### config.mk
export PLATFORM = sky130hd
export DESIGN_NAME = overcurrent_trip_recover_monitor
export DESIGN_NICKNAME = d
export VERILOG_FILES = /design/src/rtl/core/ovtr_pkg.sv /design/src/rtl/core/ovtr_ring.sv /design/src/rtl/core/ovtr_div.sv /design/src/rtl/core/overcurrent_trip_recover_monitor.sv
export SDC_FILE = /design/constraint.sdc
export NUM_CORES = 1
export LEC_CHECK = 0
export BUFFER_PORTS_ARGS = -buffer_cell sky130_fd_sc_hd__buf_2
export CORE_MARGIN = 1
export CORE_UTILIZATION = 57
export CTS_BUF_LIST = sky130_fd_sc_hd__clkbuf_8
export CTS_CLUSTER_SIZE = 20
export DETAILED_ROUTE_END_ITERATION = 6
export PLACE_DENSITY = 0.78
export SLEW_MARGIN = 20
export SYNTH_ARGS = -nofsm -noshare
export SYNTH_HDL_FRONTEND = slang
export SYNTH_SLANG_ARGS = --single-unit
### constraint.sdc
create_clock -name i_clk -period 4.7 [get_ports i_clk]
set_clock_uncertainty 0.1 [all_clocks]
set_input_delay 0.235 -clock i_clk [delete_from_list [all_inputs] [get_ports i_clk]]
set_output_delay 0.235 -clock i_clk [all_outputs]
set_load 0.02 [all_outputs]
### src/rtl/core/ovtr_pkg.sv
// Shared types and constants for the overcurrent trip and recovery monitor.
package ovtr_pkg;

    localparam int MV_W       = 16;
    localparam int PERIOD_W   = 10;
    localparam int TIMER_W    = 20;
    localparam int LEVEL_W    = 8;
    localparam int CFG_IDX_W  = 2;
    localparam int CFG_DATA_W = 20;

    // Configuration register indexes.
    localparam logic [CFG_IDX_W-1:0] CFG_TRIP     = 2'd0;
    localparam logic [CFG_IDX_W-1:0] CFG_CLEAR    = 2'd1;
    localparam logic [CFG_IDX_W-1:0] CFG_PERIOD   = 2'd2;
    localparam logic [CFG_IDX_W-1:0] CFG_RECOVERY = 2'd3;

    // Configuration reset values.
    localparam logic [MV_W-1:0]     TRIP_RST     = 16'hFFFF;
    localparam logic [MV_W-1:0]     CLEAR_RST    = 16'h0000;
    localparam logic [PERIOD_W-1:0] PERIOD_RST   = 10'd10;
    localparam logic [TIMER_W-1:0]  RECOVERY_RST = 20'd5000;

    // Result event codes.
    localparam logic [1:0] EV_NONE     = 2'd0;
    localparam logic [1:0] EV_TRIP     = 2'd1;
    localparam logic [1:0] EV_RESTORE  = 2'd2;
    localparam logic [1:0] EV_STAY_OFF = 2'd3;

    typedef struct packed {
        logic              command;
        logic [MV_W-1:0]   sample_mv;
        logic              sample_valid;
        logic              pin_ok;
        logic              light_on;
        logic [LEVEL_W-1:0] light_level;
        logic [MV_W-1:0]   light_ct;
    } t_in_item;

    typedef struct packed {
        logic               fault_active;
        logic [MV_W-1:0]    average_mv;
        logic [1:0]         event_res;
        logic               restore_on;
        logic [LEVEL_W-1:0] restore_level;
        logic [MV_W-1:0]    restore_ct;
    } t_out_item;

    typedef struct packed {
        logic               on;
        logic [LEVEL_W-1:0] level;
        logic [MV_W-1:0]    ct;
    } t_snapshot;

    typedef struct packed {
        logic rd;
        logic wr;
    } t_ring_ctrl;

    typedef struct packed {
        logic busy;
        logic done;
    } t_div_stat;

endpackage

### src/rtl/core/ovtr_ring.sv
// Sample ring memory with fill count, write slot and running sum.
module ovtr_ring
    import ovtr_pkg::*;
#(
    parameter int DEPTH = 8,
    parameter int CNT_W = 4,
    parameter int SUM_W = 20
) (
    input  logic             i_clk,
    input  logic             i_rst_n,
    input  t_ring_ctrl       i_ctrl,
    input  logic [MV_W-1:0]  i_sample,
    output logic [SUM_W-1:0] o_sum,
    output logic [CNT_W-1:0] o_fill
);

    localparam int IDX_W = (DEPTH > 1) ? $clog2(DEPTH) : 1;

    logic [MV_W-1:0]  r_mem [DEPTH];
    logic [MV_W-1:0]  r_old;
    logic [IDX_W-1:0] r_slot;
    logic [CNT_W-1:0] r_fill;
    logic [SUM_W-1:0] r_sum;
    logic [SUM_W-1:0] n_sum;
    logic             full;

    always_ff @(posedge i_clk) begin
        if (i_ctrl.rd) begin
            r_old <= r_mem[r_slot];
        end
        if (i_ctrl.wr) begin
            r_mem[r_slot] <= i_sample;
        end
    end

    assign full = (r_fill == CNT_W'(DEPTH));

    // Once the ring is full the overwritten entry leaves the sum.
    always_comb begin
        n_sum = r_sum + SUM_W'(i_sample);
        if (full) begin
            n_sum = n_sum - SUM_W'(r_old);
        end
    end

    always_ff @(posedge i_clk) begin
        if (!i_rst_n) begin
            r_slot <= '0;
            r_fill <= '0;
            r_sum  <= '0;
        end else if (i_ctrl.wr) begin
            r_sum  <= n_sum;
            r_slot <= (r_slot == IDX_W'(DEPTH - 1)) ? '0 : r_slot + 1'b1;
            if (!full) begin
                r_fill <= r_fill + 1'b1;
            end
        end
    end

    assign o_sum  = r_sum;
    assign o_fill = r_fill;

endmodule

### src/rtl/core/ovtr_div.sv
// Restoring divider that produces one quotient bit per cycle.
module ovtr_div
    import ovtr_pkg::*;
#(
    parameter int DVD_W = 20,
    parameter int DVS_W = 4
) (
    input  logic             i_clk,
    input  logic             i_rst_n,
    input  logic             i_start,
    input  logic [DVD_W-1:0] i_dividend,
    input  logic [DVS_W-1:0] i_divisor,
    output t_div_stat        o_stat,
    output logic [DVD_W-1:0] o_quotient
);

    localparam int CTR_W = $clog2(DVD_W + 1);

    logic [DVD_W-1:0] r_quo;
    logic [DVS_W-1:0] r_rem;
    logic [DVS_W-1:0] r_dvs;
    logic [CTR_W-1:0] r_cnt;
    logic             r_done;
    logic [DVS_W:0]   rem_sh;
    logic             take;

    assign rem_sh = {r_rem, r_quo[DVD_W-1]};
    assign take   = (rem_sh >= {1'b0, r_dvs});

    always_ff @(posedge i_clk) begin
        if (i_start) begin
            r_quo <= i_dividend;
            r_rem <= '0;
            r_dvs <= i_divisor;
        end else if (r_cnt != '0) begin
            r_quo <= {r_quo[DVD_W-2:0], take};
            r_rem <= take ? DVS_W'(rem_sh - {1'b0, r_dvs}) : rem_sh[DVS_W-1:0];
        end
    end

    always_ff @(posedge i_clk) begin
        if (!i_rst_n) begin
            r_cnt  <= '0;
            r_done <= 1'b0;
        end else begin
            r_done <= (r_cnt == CTR_W'(1)) && !i_start;
            if (i_start) begin
                r_cnt <= CTR_W'(DVD_W);
            end else if (r_cnt != '0) begin
                r_cnt <= r_cnt - 1'b1;
            end
        end
    end

    assign o_stat.busy = (r_cnt != '0);
    assign o_stat.done = r_done;
    assign o_quotient  = r_quo;

endmodule

### src/rtl/core/overcurrent_trip_recover_monitor.sv
// Top level: moving-average overcurrent latch with timed recovery and light restore.
//
//  Channel   Ports                        Direction  Moves
//  input     i_valid, o_stall, i_in       in         one sample or trip transaction
//  output    o_valid, i_stall, o_out      out        one result per input transaction
//  config    i_cfg_we, i_cfg_idx, i_cfg_data  in    register write, no wait
//
// A valid sample passes these steps from acceptance to the next: the accepting cycle, one
// ring read, one sum update and write-back, one divider start, SUM_W divider steps, taking the
// quotient into the average register and one result cycle. Trip events and invalid samples go
// straight from acceptance to the result. Reset clears all control state; a ring entry enters
// the sum only once written. One transaction is in work at a time; a finished result waits in
// the output register while the next transaction is accepted.
module overcurrent_trip_recover_monitor
    import ovtr_pkg::*;
#(
    parameter int AVG_DEPTH = 8
) (
    input  logic                  i_clk,
    input  logic                  i_rst_n,
    input  logic                  i_valid,
    output logic                  o_stall,
    input  t_in_item              i_in,
    output logic                  o_valid,
    input  logic                  i_stall,
    output t_out_item             o_out,
    input  logic                  i_cfg_we,
    input  logic [CFG_IDX_W-1:0]  i_cfg_idx,
    input  logic [CFG_DATA_W-1:0] i_cfg_data
);

    localparam int CNT_W = $clog2(AVG_DEPTH + 1);
    localparam int SUM_W = MV_W + CNT_W;

    typedef enum logic [5:0] {
        ST_IDLE = 6'b000001,
        ST_RD   = 6'b000010,
        ST_ACC  = 6'b000100,
        ST_DST  = 6'b001000,
        ST_DIV  = 6'b010000,
        ST_EMIT = 6'b100000
    } t_state;

    t_state r_state;
    t_state n_state;

    logic [MV_W-1:0]     r_trip;
    logic [MV_W-1:0]     r_clear;
    logic [PERIOD_W-1:0] r_period;
    logic [TIMER_W-1:0]  r_recovery;

    t_in_item            r_item;
    logic [MV_W-1:0]     r_avg;
    logic                r_fault;
    logic [TIMER_W-1:0]  r_timer;
    logic                r_snap_valid;
    t_snapshot           r_snap;
    logic                r_out_valid;
    t_out_item           r_out;

    logic                n_fault;
    logic [TIMER_W-1:0]  n_timer;
    logic                n_snap_valid;
    t_snapshot           n_snap;
    t_out_item           n_out;

    logic                in_acc;
    logic                out_free;
    logic                out_load;
    logic [TIMER_W:0]    t_sum;
    logic [TIMER_W-1:0]  t_sat;

    t_ring_ctrl          ring_ctrl;
    logic [SUM_W-1:0]    ring_sum;
    logic [CNT_W-1:0]    ring_fill;
    t_div_stat           div_stat;
    logic [SUM_W-1:0]    div_quo;

    ovtr_ring #(
        .DEPTH (AVG_DEPTH),
        .CNT_W (CNT_W),
        .SUM_W (SUM_W)
    ) u_ring (
        .i_clk    (i_clk),
        .i_rst_n  (i_rst_n),
        .i_ctrl   (ring_ctrl),
        .i_sample (r_item.sample_mv),
        .o_sum    (ring_sum),
        .o_fill   (ring_fill)
    );

    ovtr_div #(
        .DVD_W (SUM_W),
        .DVS_W (CNT_W)
    ) u_div (
        .i_clk      (i_clk),
        .i_rst_n    (i_rst_n),
        .i_start    (r_state == ST_DST),
        .i_dividend (ring_sum),
        .i_divisor  (ring_fill),
        .o_stat     (div_stat),
        .o_quotient (div_quo)
    );

    assign ring_ctrl.rd = (r_state == ST_RD);
    assign ring_ctrl.wr = (r_state == ST_ACC);

    assign o_stall  = (r_state != ST_IDLE);
    assign in_acc   = i_valid && !o_stall;
    assign out_free = !r_out_valid || !i_stall;
    assign out_load = (r_state == ST_EMIT) && out_free;

    // Configuration registers.
    always_ff @(posedge i_clk) begin
        if (!i_rst_n) begin
            r_trip     <= TRIP_RST;
            r_clear    <= CLEAR_RST;
            r_period   <= PERIOD_RST;
            r_recovery <= RECOVERY_RST;
        end else if (i_cfg_we) begin
            unique case (i_cfg_idx)
                CFG_TRIP:     r_trip     <= i_cfg_data[MV_W-1:0];
                CFG_CLEAR:    r_clear    <= i_cfg_data[MV_W-1:0];
                CFG_PERIOD:   r_period   <= i_cfg_data[PERIOD_W-1:0];
                CFG_RECOVERY: r_recovery <= i_cfg_data[TIMER_W-1:0];
                default: begin
                end
            endcase
        end
    end

    always_comb begin
        n_state = r_state;
        unique case (r_state)
            ST_IDLE: begin
                if (in_acc) begin
                    if (i_in.command || !i_in.sample_valid) begin
                        n_state = ST_EMIT;
                    end else begin
                        n_state = ST_RD;
                    end
                end
            end
            ST_RD:   n_state = ST_ACC;
            ST_ACC:  n_state = ST_DST;
            ST_DST:  n_state = ST_DIV;
            ST_DIV: begin
                if (div_stat.done) begin
                    n_state = ST_EMIT;
                end
            end
            ST_EMIT: begin
                if (out_free) begin
                    n_state = ST_IDLE;
                end
            end
            default: n_state = ST_IDLE;
        endcase
    end

    // Recovery timer step, saturating at the top of its range.
    assign t_sum = {1'b0, r_timer} + (TIMER_W + 1)'(r_period);
    assign t_sat = t_sum[TIMER_W] ? '1 : t_sum[TIMER_W-1:0];

    always_comb begin
        n_fault      = r_fault;
        n_timer      = r_timer;
        n_snap_valid = r_snap_valid;
        n_snap       = r_snap;
        n_out        = '0;
        n_out.event_res = EV_NONE;

        if (r_item.command) begin
            if (!r_fault) begin
                n_fault = 1'b1;
                n_timer = '0;
                n_out.event_res = EV_TRIP;
                if (!r_snap_valid) begin
                    n_snap_valid = 1'b1;
                    n_snap.on    = r_item.light_on;
                    n_snap.level = r_item.light_level;
                    n_snap.ct    = r_item.light_ct;
                end
            end
        end else if (!r_item.sample_valid) begin
            n_timer = '0;
        end else if (r_fault) begin
            if ((r_avg <= r_clear) && r_item.pin_ok) begin
                n_timer = t_sat;
                if (t_sat >= r_recovery) begin
                    n_fault = 1'b0;
                    n_timer = '0;
                    if (r_snap_valid) begin
                        n_snap_valid        = 1'b0;
                        n_out.event_res     = EV_RESTORE;
                        n_out.restore_on    = r_snap.on;
                        n_out.restore_level = r_snap.level;
                        n_out.restore_ct    = r_snap.ct;
                    end else begin
                        n_out.event_res = EV_STAY_OFF;
                    end
                end
            end else begin
                n_timer = '0;
            end
        end else if (r_avg > r_trip) begin
            n_fault = 1'b1;
            n_timer = '0;
            n_out.event_res = EV_TRIP;
            if (!r_snap_valid) begin
                n_snap_valid = 1'b1;
                n_snap.on    = r_item.light_on;
                n_snap.level = r_item.light_level;
                n_snap.ct    = r_item.light_ct;
            end
        end

        n_out.fault_active = n_fault;
        n_out.average_mv   = r_avg;
    end

    always_ff @(posedge i_clk) begin
        if (in_acc) begin
            r_item <= i_in;
        end
        if (out_load) begin
            r_out  <= n_out;
            r_snap <= n_snap;
        end
    end

    always_ff @(posedge i_clk) begin
        if (!i_rst_n) begin
            r_state      <= ST_IDLE;
            r_avg        <= '0;
            r_fault      <= 1'b0;
            r_timer      <= '0;
            r_snap_valid <= 1'b0;
            r_out_valid  <= 1'b0;
        end else begin
            r_state <= n_state;
            if ((r_state == ST_DIV) && div_stat.done) begin
                r_avg <= div_quo[MV_W-1:0];
            end
            if (out_load) begin
                r_fault      <= n_fault;
                r_timer      <= n_timer;
                r_snap_valid <= n_snap_valid;
                r_out_valid  <= 1'b1;
            end else if (!i_stall) begin
                r_out_valid <= 1'b0;
            end
        end
    end

    assign o_valid = r_out_valid;
    assign o_out   = r_out;

    a_fill_bound: assert property (@(posedge i_clk) disable iff (!i_rst_n)
        ring_fill <= CNT_W'(AVG_DEPTH))
        else $error("ring fill count exceeds the ring depth");

    a_snap_needs_fault: assert property (@(posedge i_clk) disable iff (!i_rst_n)
        r_snap_valid |-> r_fault)
        else $error("snapshot held while no fault is latched");

    a_recover_clears: assert property (@(posedge i_clk) disable iff (!i_rst_n)
        (out_load && (n_out.event_res == EV_RESTORE || n_out.event_res == EV_STAY_OFF))
        |=> (!r_fault && r_timer == '0 && !r_snap_valid))
        else $error("recovery left fault, timer or snapshot set");

    a_div_in_state: assert property (@(posedge i_clk) disable iff (!i_rst_n)
        div_stat.busy |-> (r_state == ST_DIV))
        else $error("divider running outside its state");

endmodule
# Yosys cells after proc, flatten, opt, wreduce, memory -nomap -nowiden
# Memories as Yosys holds them, arrays and structs flattened. A register that Yosys moved wholly into a read port is not among the register bits.
# Index checks and enable logic that the tools add are counted.
totals:
  register_bits: 281
  ramBits: 128
  input_bits: 71
  mem_count: 1
memory_table:
  columns: ["name", "words", "width", "read_ports", "rd_ports_with_merged_regs", "wr", "line_no", "source"]
  rows:
  - ["u_ring.r_mem", 8, 16, 1, 1, 1, "ovtr_ring.sv:19", "logic [MV_W-1:0] r_mem [DEPTH];"]
op_classes:
  n_addsub: 7
  order_cmp: 4
  n_eq_ne: 21
  muxes: 53
  n_bitwise: 7
  n_reduce_logical: 29
op_table:
  columns: ["cell", "count"]
  rows:
  - ["two-way mux 20 bit", 11]
  - ["two-way mux 25 bit", 8]
  - ["two-way mux 27 bit", 3]
  - ["case mux 6 bit (6 select lines)", 1]
  - ["two-way mux 6 bit", 4]
  - ["adder 20 x 10 -> 21 bit", 1]
  - ["adder 20 x 16 -> 20 bit", 1]
  - ["greater-or-equal comparator 20 bit", 1]
  - ["two-way mux 1 bit", 20]
  - ["subtractor 20 x 16 -> 20 bit", 1]
  - ["greater-than comparator 16 bit", 1]
  - ["<= comparator 16 bit", 1]
  - ["two-way mux 5 bit", 2]
  - ["AND reduction 2 bit", 5]
  - ["inequality test 2 x 1 -> 1 bit (second input constant)", 4]
  - ["NOT 1 bit", 7]
  - ["== test 6 x 1 -> 1 bit (second input constant)", 1]
  - ["== test 6 x 2 -> 1 bit (second input constant)", 1]
  - ["== test 6 x 3 -> 1 bit (second input constant)", 1]
  - ["== test 6 x 4 -> 1 bit (second input constant)", 1]
  - ["== test 6 x 5 -> 1 bit (second input constant)", 1]
  - ["== test 6 bit (second input constant)", 1]
  - ["inequality test 2 bit (second input constant)", 3]
  - ["inequality test 6 x 1 -> 1 bit (second input constant)", 1]
  - ["26 further kinds", 40]

# Depth between registers and ports, before layout
depth:
  ltp_word: 8
  mapped_depth: 19
  ltp_nobuf: 18

# Hierarchy
# Synthesis repeated with hierarchy kept, for this count alone.
unflattened:
  cells_unflattened: 1591
  hier_area_um2: 19363.6
modules_own_cells:
  columns: ["mod", "n_inst", "cells_each", "area_per_inst_um2", "seq_area_each_um2"]
  rows:
  - ["overcurrent_trip_recover_monitor", 1, 892, 9565.4, 5535.3]
  - ["ovtr_ring", 1, 580, 8191.6, 4864.7]
  - ["ovtr_div", 1, 119, 1606.5, 920.9]

# Worst setup path before layout
# Ideal clock, no wire load.
synth_timing:
  path_type: "register -> register"
  start: "reg r_period[0]"
  end: "reg r_out, in the netlist o_out[10], data pin"
  setup_ns: 0.131
  arrival_time_ns: 4.242
  required_ns: 4.469
  setup_slack_ns: 0.227
  stages_incl_launch_ff: 19
  path_cell_list: "dfxtp_1 > ha_1 > fa_1 > a21o_1 > a21oi_1 > o21ai_1 > and4_1 > o211ai_1 > buf_2 > nand3_1 > ha_1 > and4_1 > o211ai_1 > or3_1 > o21ai_1 > nand3_1 > nor3_2 > buf_2 > and2_1"
synth_between:
  elab_chain_len: 5
synth_lines:
  columns: ["element", "line_no", "source"]
  rows:
  - ["from (decl)", "overcurrent_trip_recover_monitor.sv:49", "logic [PERIOD_W-1:0] r_period;"]
  - ["from (signal assigned)", "overcurrent_trip_recover_monitor.sv:124", "CFG_PERIOD: r_period <= i_cfg_data[PERIOD_W-1:0];"]
  - ["adder 20 x 10 -> 21 bit", "overcurrent_trip_recover_monitor.sv:162", "assign t_sum = {1'b0, r_timer} + (TIMER_W + 1)'(r_period);"]
  - ["two-way mux 20 bit", "overcurrent_trip_recover_monitor.sv:163", "assign t_sat = t_sum[TIMER_W] ? '1 : t_sum[TIMER_W-1:0];"]
  - ["greater-or-equal comparator 20 bit", "overcurrent_trip_recover_monitor.sv:190", "if (t_sat >= r_recovery) begin"]
  - ["NOT 1 bit (no line)", null, null]
  - ["OR reduction 6 bit (no line)", null, null]
  - ["to (signal assigned)", "overcurrent_trip_recover_monitor.sv:227", "r_out <= n_out;"]
  - ["to (decl)", "overcurrent_trip_recover_monitor.sv:59", "t_out_item r_out;"]
# No other way between the ends.
# A chain may end at the register's enable or synchronous reset.

# Worst setup path in the final report
layout_timing:
  start: "reg r_period[0]"
  end: "reg r_timer[3]"
layout_between:
  elab_chain_len: 8
layout_lines:
  columns: ["element", "line_no", "source"]
  rows:
  - ["adder 20 x 10 -> 21 bit (*)", "overcurrent_trip_recover_monitor.sv:162", null]
  - ["two-way mux 20 bit (*)", "overcurrent_trip_recover_monitor.sv:163", null]
  - ["greater-or-equal comparator 20 bit", "overcurrent_trip_recover_monitor.sv:190", null]
  - ["two-way mux 20 bit (*)", "overcurrent_trip_recover_monitor.sv:190", null]
  - ["two-way mux 20 bit (*)", "overcurrent_trip_recover_monitor.sv:188", "if ((r_avg <= r_clear) && r_item.pin_ok) begin"]
  - ["two-way mux 20 bit (*)", "overcurrent_trip_recover_monitor.sv:187", "end else if (r_fault) begin"]
  - ["two-way mux 20 bit (*)", "overcurrent_trip_recover_monitor.sv:185", "end else if (!r_item.sample_valid) begin"]
  - ["two-way mux 20 bit (*)", "overcurrent_trip_recover_monitor.sv:173", "if (r_item.command) begin"]
  - ["to (signal assigned)", "overcurrent_trip_recover_monitor.sv:247", "r_timer <= n_timer;"]
  - ["to (decl)", "overcurrent_trip_recover_monitor.sv:55", "logic [TIMER_W-1:0] r_timer;"]
# Every way passes the cells marked *; elsewhere a longest branch is shown, timed or not.

==> metrics.cfg <==
[run_status]
outcome=completed

[floorplanning]
rows=66
core_um2=32800
io_pins=117
die_h_um=185
die_w_um=185
die-area_um2=34300
initial_core_util_pct=58.3

[drt]
wl_mm=47.0
detail-route-antenna-nets=0
wl_met3_mm=3.71
avgViaCountPerCell=5.82
vias=14200
firstDrtPassIters=6
drtIter0Drc=1263
met1_length_mm=18.9
remaining_drc_errors=0
dr.max_layer_used=met4
wl_per_cell_um=19.3
wl_met2_mm=22.6

[placed_design]
place_ws_ns=-0.330
gp_congestion=0.919
portBuffers=116
dp_hpwl_mm=29.9

[sta]
period_minus_slack_ns=4.46
slew_viol_final=0
setup_violations=0
fin_ws_ns=0.242
fin_crit_sh_pct=94.8
whs_ns=0.0635
timing.fmax_mhz=224
hold_viol_final=0
worst_pin_slew_ns=1.11
relSlewSlack_pct=26.1

[job]
cap_violations=0

[worst_setup_path]
required_ns=5.15
path_max_fanout=6
crit_arrival_ns=4.91
crit_type=flop to flop
end_kind=flop
start_kind=flop

[grt]
grt_pass1_wl_mm=72.4
grt_antenna_before_repair=0
gr-total-overflow=0
track_usage_pct=27.7
grt_max_degree=46
grt_pass1_vias=13900

[clock_network]
htreeDepth=3
tritoncts=built
root_buffer=clkbuf_8
clk_pin_slew_ns=0.06
numCtsBuffers=70
cts_buffer_depth=3
clk_latency_ns=0.63
cts_sinks=425

[yosys]
synth-xor-area-share_pct=1.79
synthFlopType=edfxtp_1
synthMuxAreaShare_pct=0.609
synth_top_family_by_area=compound AO/OA/AOI/OAI gates
synth_cell_type_count=78
synth-adder-area-share_pct=7.23
synth_seq_area_share_pct=59.2
yosysWarningCount=0
synthSimpleGateAreaFrac_pct=12.9
synth-edff-count=281
syn-num-nets=1887
ys_ff_latch=425
synth_compound_area_share_pct=14.8
async_flop_share_pct=0
syn_inst=1708
syn_area_um2=19100
synth.avg_cell_area_um2=11.2

[power]
p_leak_nw=8.97
peakVddDrop_v=0.000336
p_per_area_nw_per_um2=387
power.total_w=0.00874

[layout]
final_util_pct=68.9
final_nets=2121
antenna_cells=0
layout_commonest_cell=edfxtp_1
area_delta_synth_final_pct=18.1
drive_above_1_share_pct=15.6
final_cell_mix=edfxtp_1 (281), nand2_1 (267), dfxtp_1 (144)

[hold_path]
hold_path_class=input port to flop

[registers in the layout, indices dropped and copies added (netlist names)]
name / flops
o_valid: 1
r_avg: 16
u_ring.r_old: 16
r_clear: 16
r_snap_valid: 1
r_fault: 1
r_snap: 25
r_timer: 20
o_out: 44
r_state: 6
u_div.o_quotient: 20
u_div.r_rem: 4
u_ring.r_mem: 128
u_div.r_cnt: 5
r_recovery: 20
u_div.r_dvs: 4
u_div.r_done: 1
u_ring.o_fill: 4
r_trip: 16
u_ring.o_sum: 20
u_ring.r_slot: 3
r_item: 44
r_period: 10
[area by class of cell]
class                   instances  area, um2
well taps                     442        553
clock inverters                46        350
multi-input cells            1113       7260
clock buffers                  80       1100
flip-flops and latches        425      11300
fillers                      2338      10200
inverters                     104        390
repair buffers                228       1610
[metal layers]
metal  global-route usage (%)  vias up
li1                         -     6711
met1                     35.2     6726
met2                     45.0      613
met3                     5.74      137
met4                     13.5        0
met5                        0        -
[cell families after synthesis]
logic type / Yosys count
and+or+nand+nor: 529
DFF: 425
xor gates and xnor gates: 39
adders and majority gates: 108
buffers and inverters: 171
AOI/OAI and AO/OA: 425
muxes: 11
[worst paths after layout]
kind,slack (ns),endpoint,startpoint,cells after the start
setup / recovery,0.24,r_timer[3]$_SDFFE_PN0P_,r_period[0]$_SDFFE_PN0P_,21
hold / removal,0.06,r_period[3]$_SDFFE_PN1P_,i_rst_n,3
setup reg to reg,0.24,r_timer[3]$_SDFFE_PN0P_,r_period[0]$_SDFFE_PN0P_,21
hold reg to reg,0.32,r_snap[23]$_DFFE_PP_,r_item[23]$_DFFE_PP_,0
[where the power goes]
group	internal [W]	switching [W]
Clock	0.00181	0.00153
Combinational	0.000363	0.000580
Sequential	0.00431	0.000149
[worst max-delay path: stages, from the launching register on]
cell      delay, ns
dfxtp_1        0.32
ha_1           0.23
fa_2           0.36
a21o_1         0.20
a21oi_2        0.17
o21ai_2        0.11
and3_1         0.20
o31ai_1        0.23
xor2_1         0.22
nand2_1        0.08
ha_1           0.27
and4_1         0.21
buf_4          0.14
a221o_1        0.36
a21oi_2        0.16
o21ai_2        0.09
buf_4          0.15
a211oi_4       0.26
buf_6          0.16
buf_4          0.14
nand2_1        0.07
a21oi_1        0.15
[stage by stage]
stage / instance area (um2) / setup TNS (ns) / std cells
2_1_floorplan: 19100 / 0 / 1708
3_3_place_gp: 20300 / -4.50 / 2236
3_5_place_dp: 20300 / -7.62 / 2236
4_1_cts: 22400 / 0 / 2429
5_1_grt: 22600 / -0.339 / 2438
6_report: 22600 / 0 / 2438
[cell usage after synthesis (19+ instances only)]
| master | count | area, um2 |
|---|---|---|
| nand3_1 | 29 | 145 |
| xnor2_1 | 26 | 228 |
| nand2_1 | 267 | 1000 |
| nor2_1 | 68 | 255 |
| a22oi_1 | 66 | 495 |
| clkbuf_1 | 55 | 206 |
| edfxtp_1 | 281 | 8440 |
| o211ai_1 | 30 | 225 |
| a211oi_1 | 19 | 143 |
| a21o_1 | 23 | 173 |
| ha_1 | 104 | 1300 |
| o21ai_0 | 58 | 290 |
| nor3_1 | 22 | 110 |
| inv_1 | 103 | 387 |
| a21oi_1 | 128 | 641 |
| dfxtp_1 | 144 | 2880 |
| and2_1 | 38 | 238 |
| nand4_1 | 24 | 150 |
[repair_timing]
| action | in CTS | in global routing |
|---|---|---|
| hold buffers | 67 | 0 |
| gates cloned | 0 | 2 |
| pin swaps | 1 | 5 |
| setup buffers | 0 | 7 |
| resized for setup | 3 | 16 |
| endpoints found under the setup margin | 27 | 51 |
| hold endpoints to repair | 110 | 0 |
No activity file was read; power rests on OpenSTA's default activity.
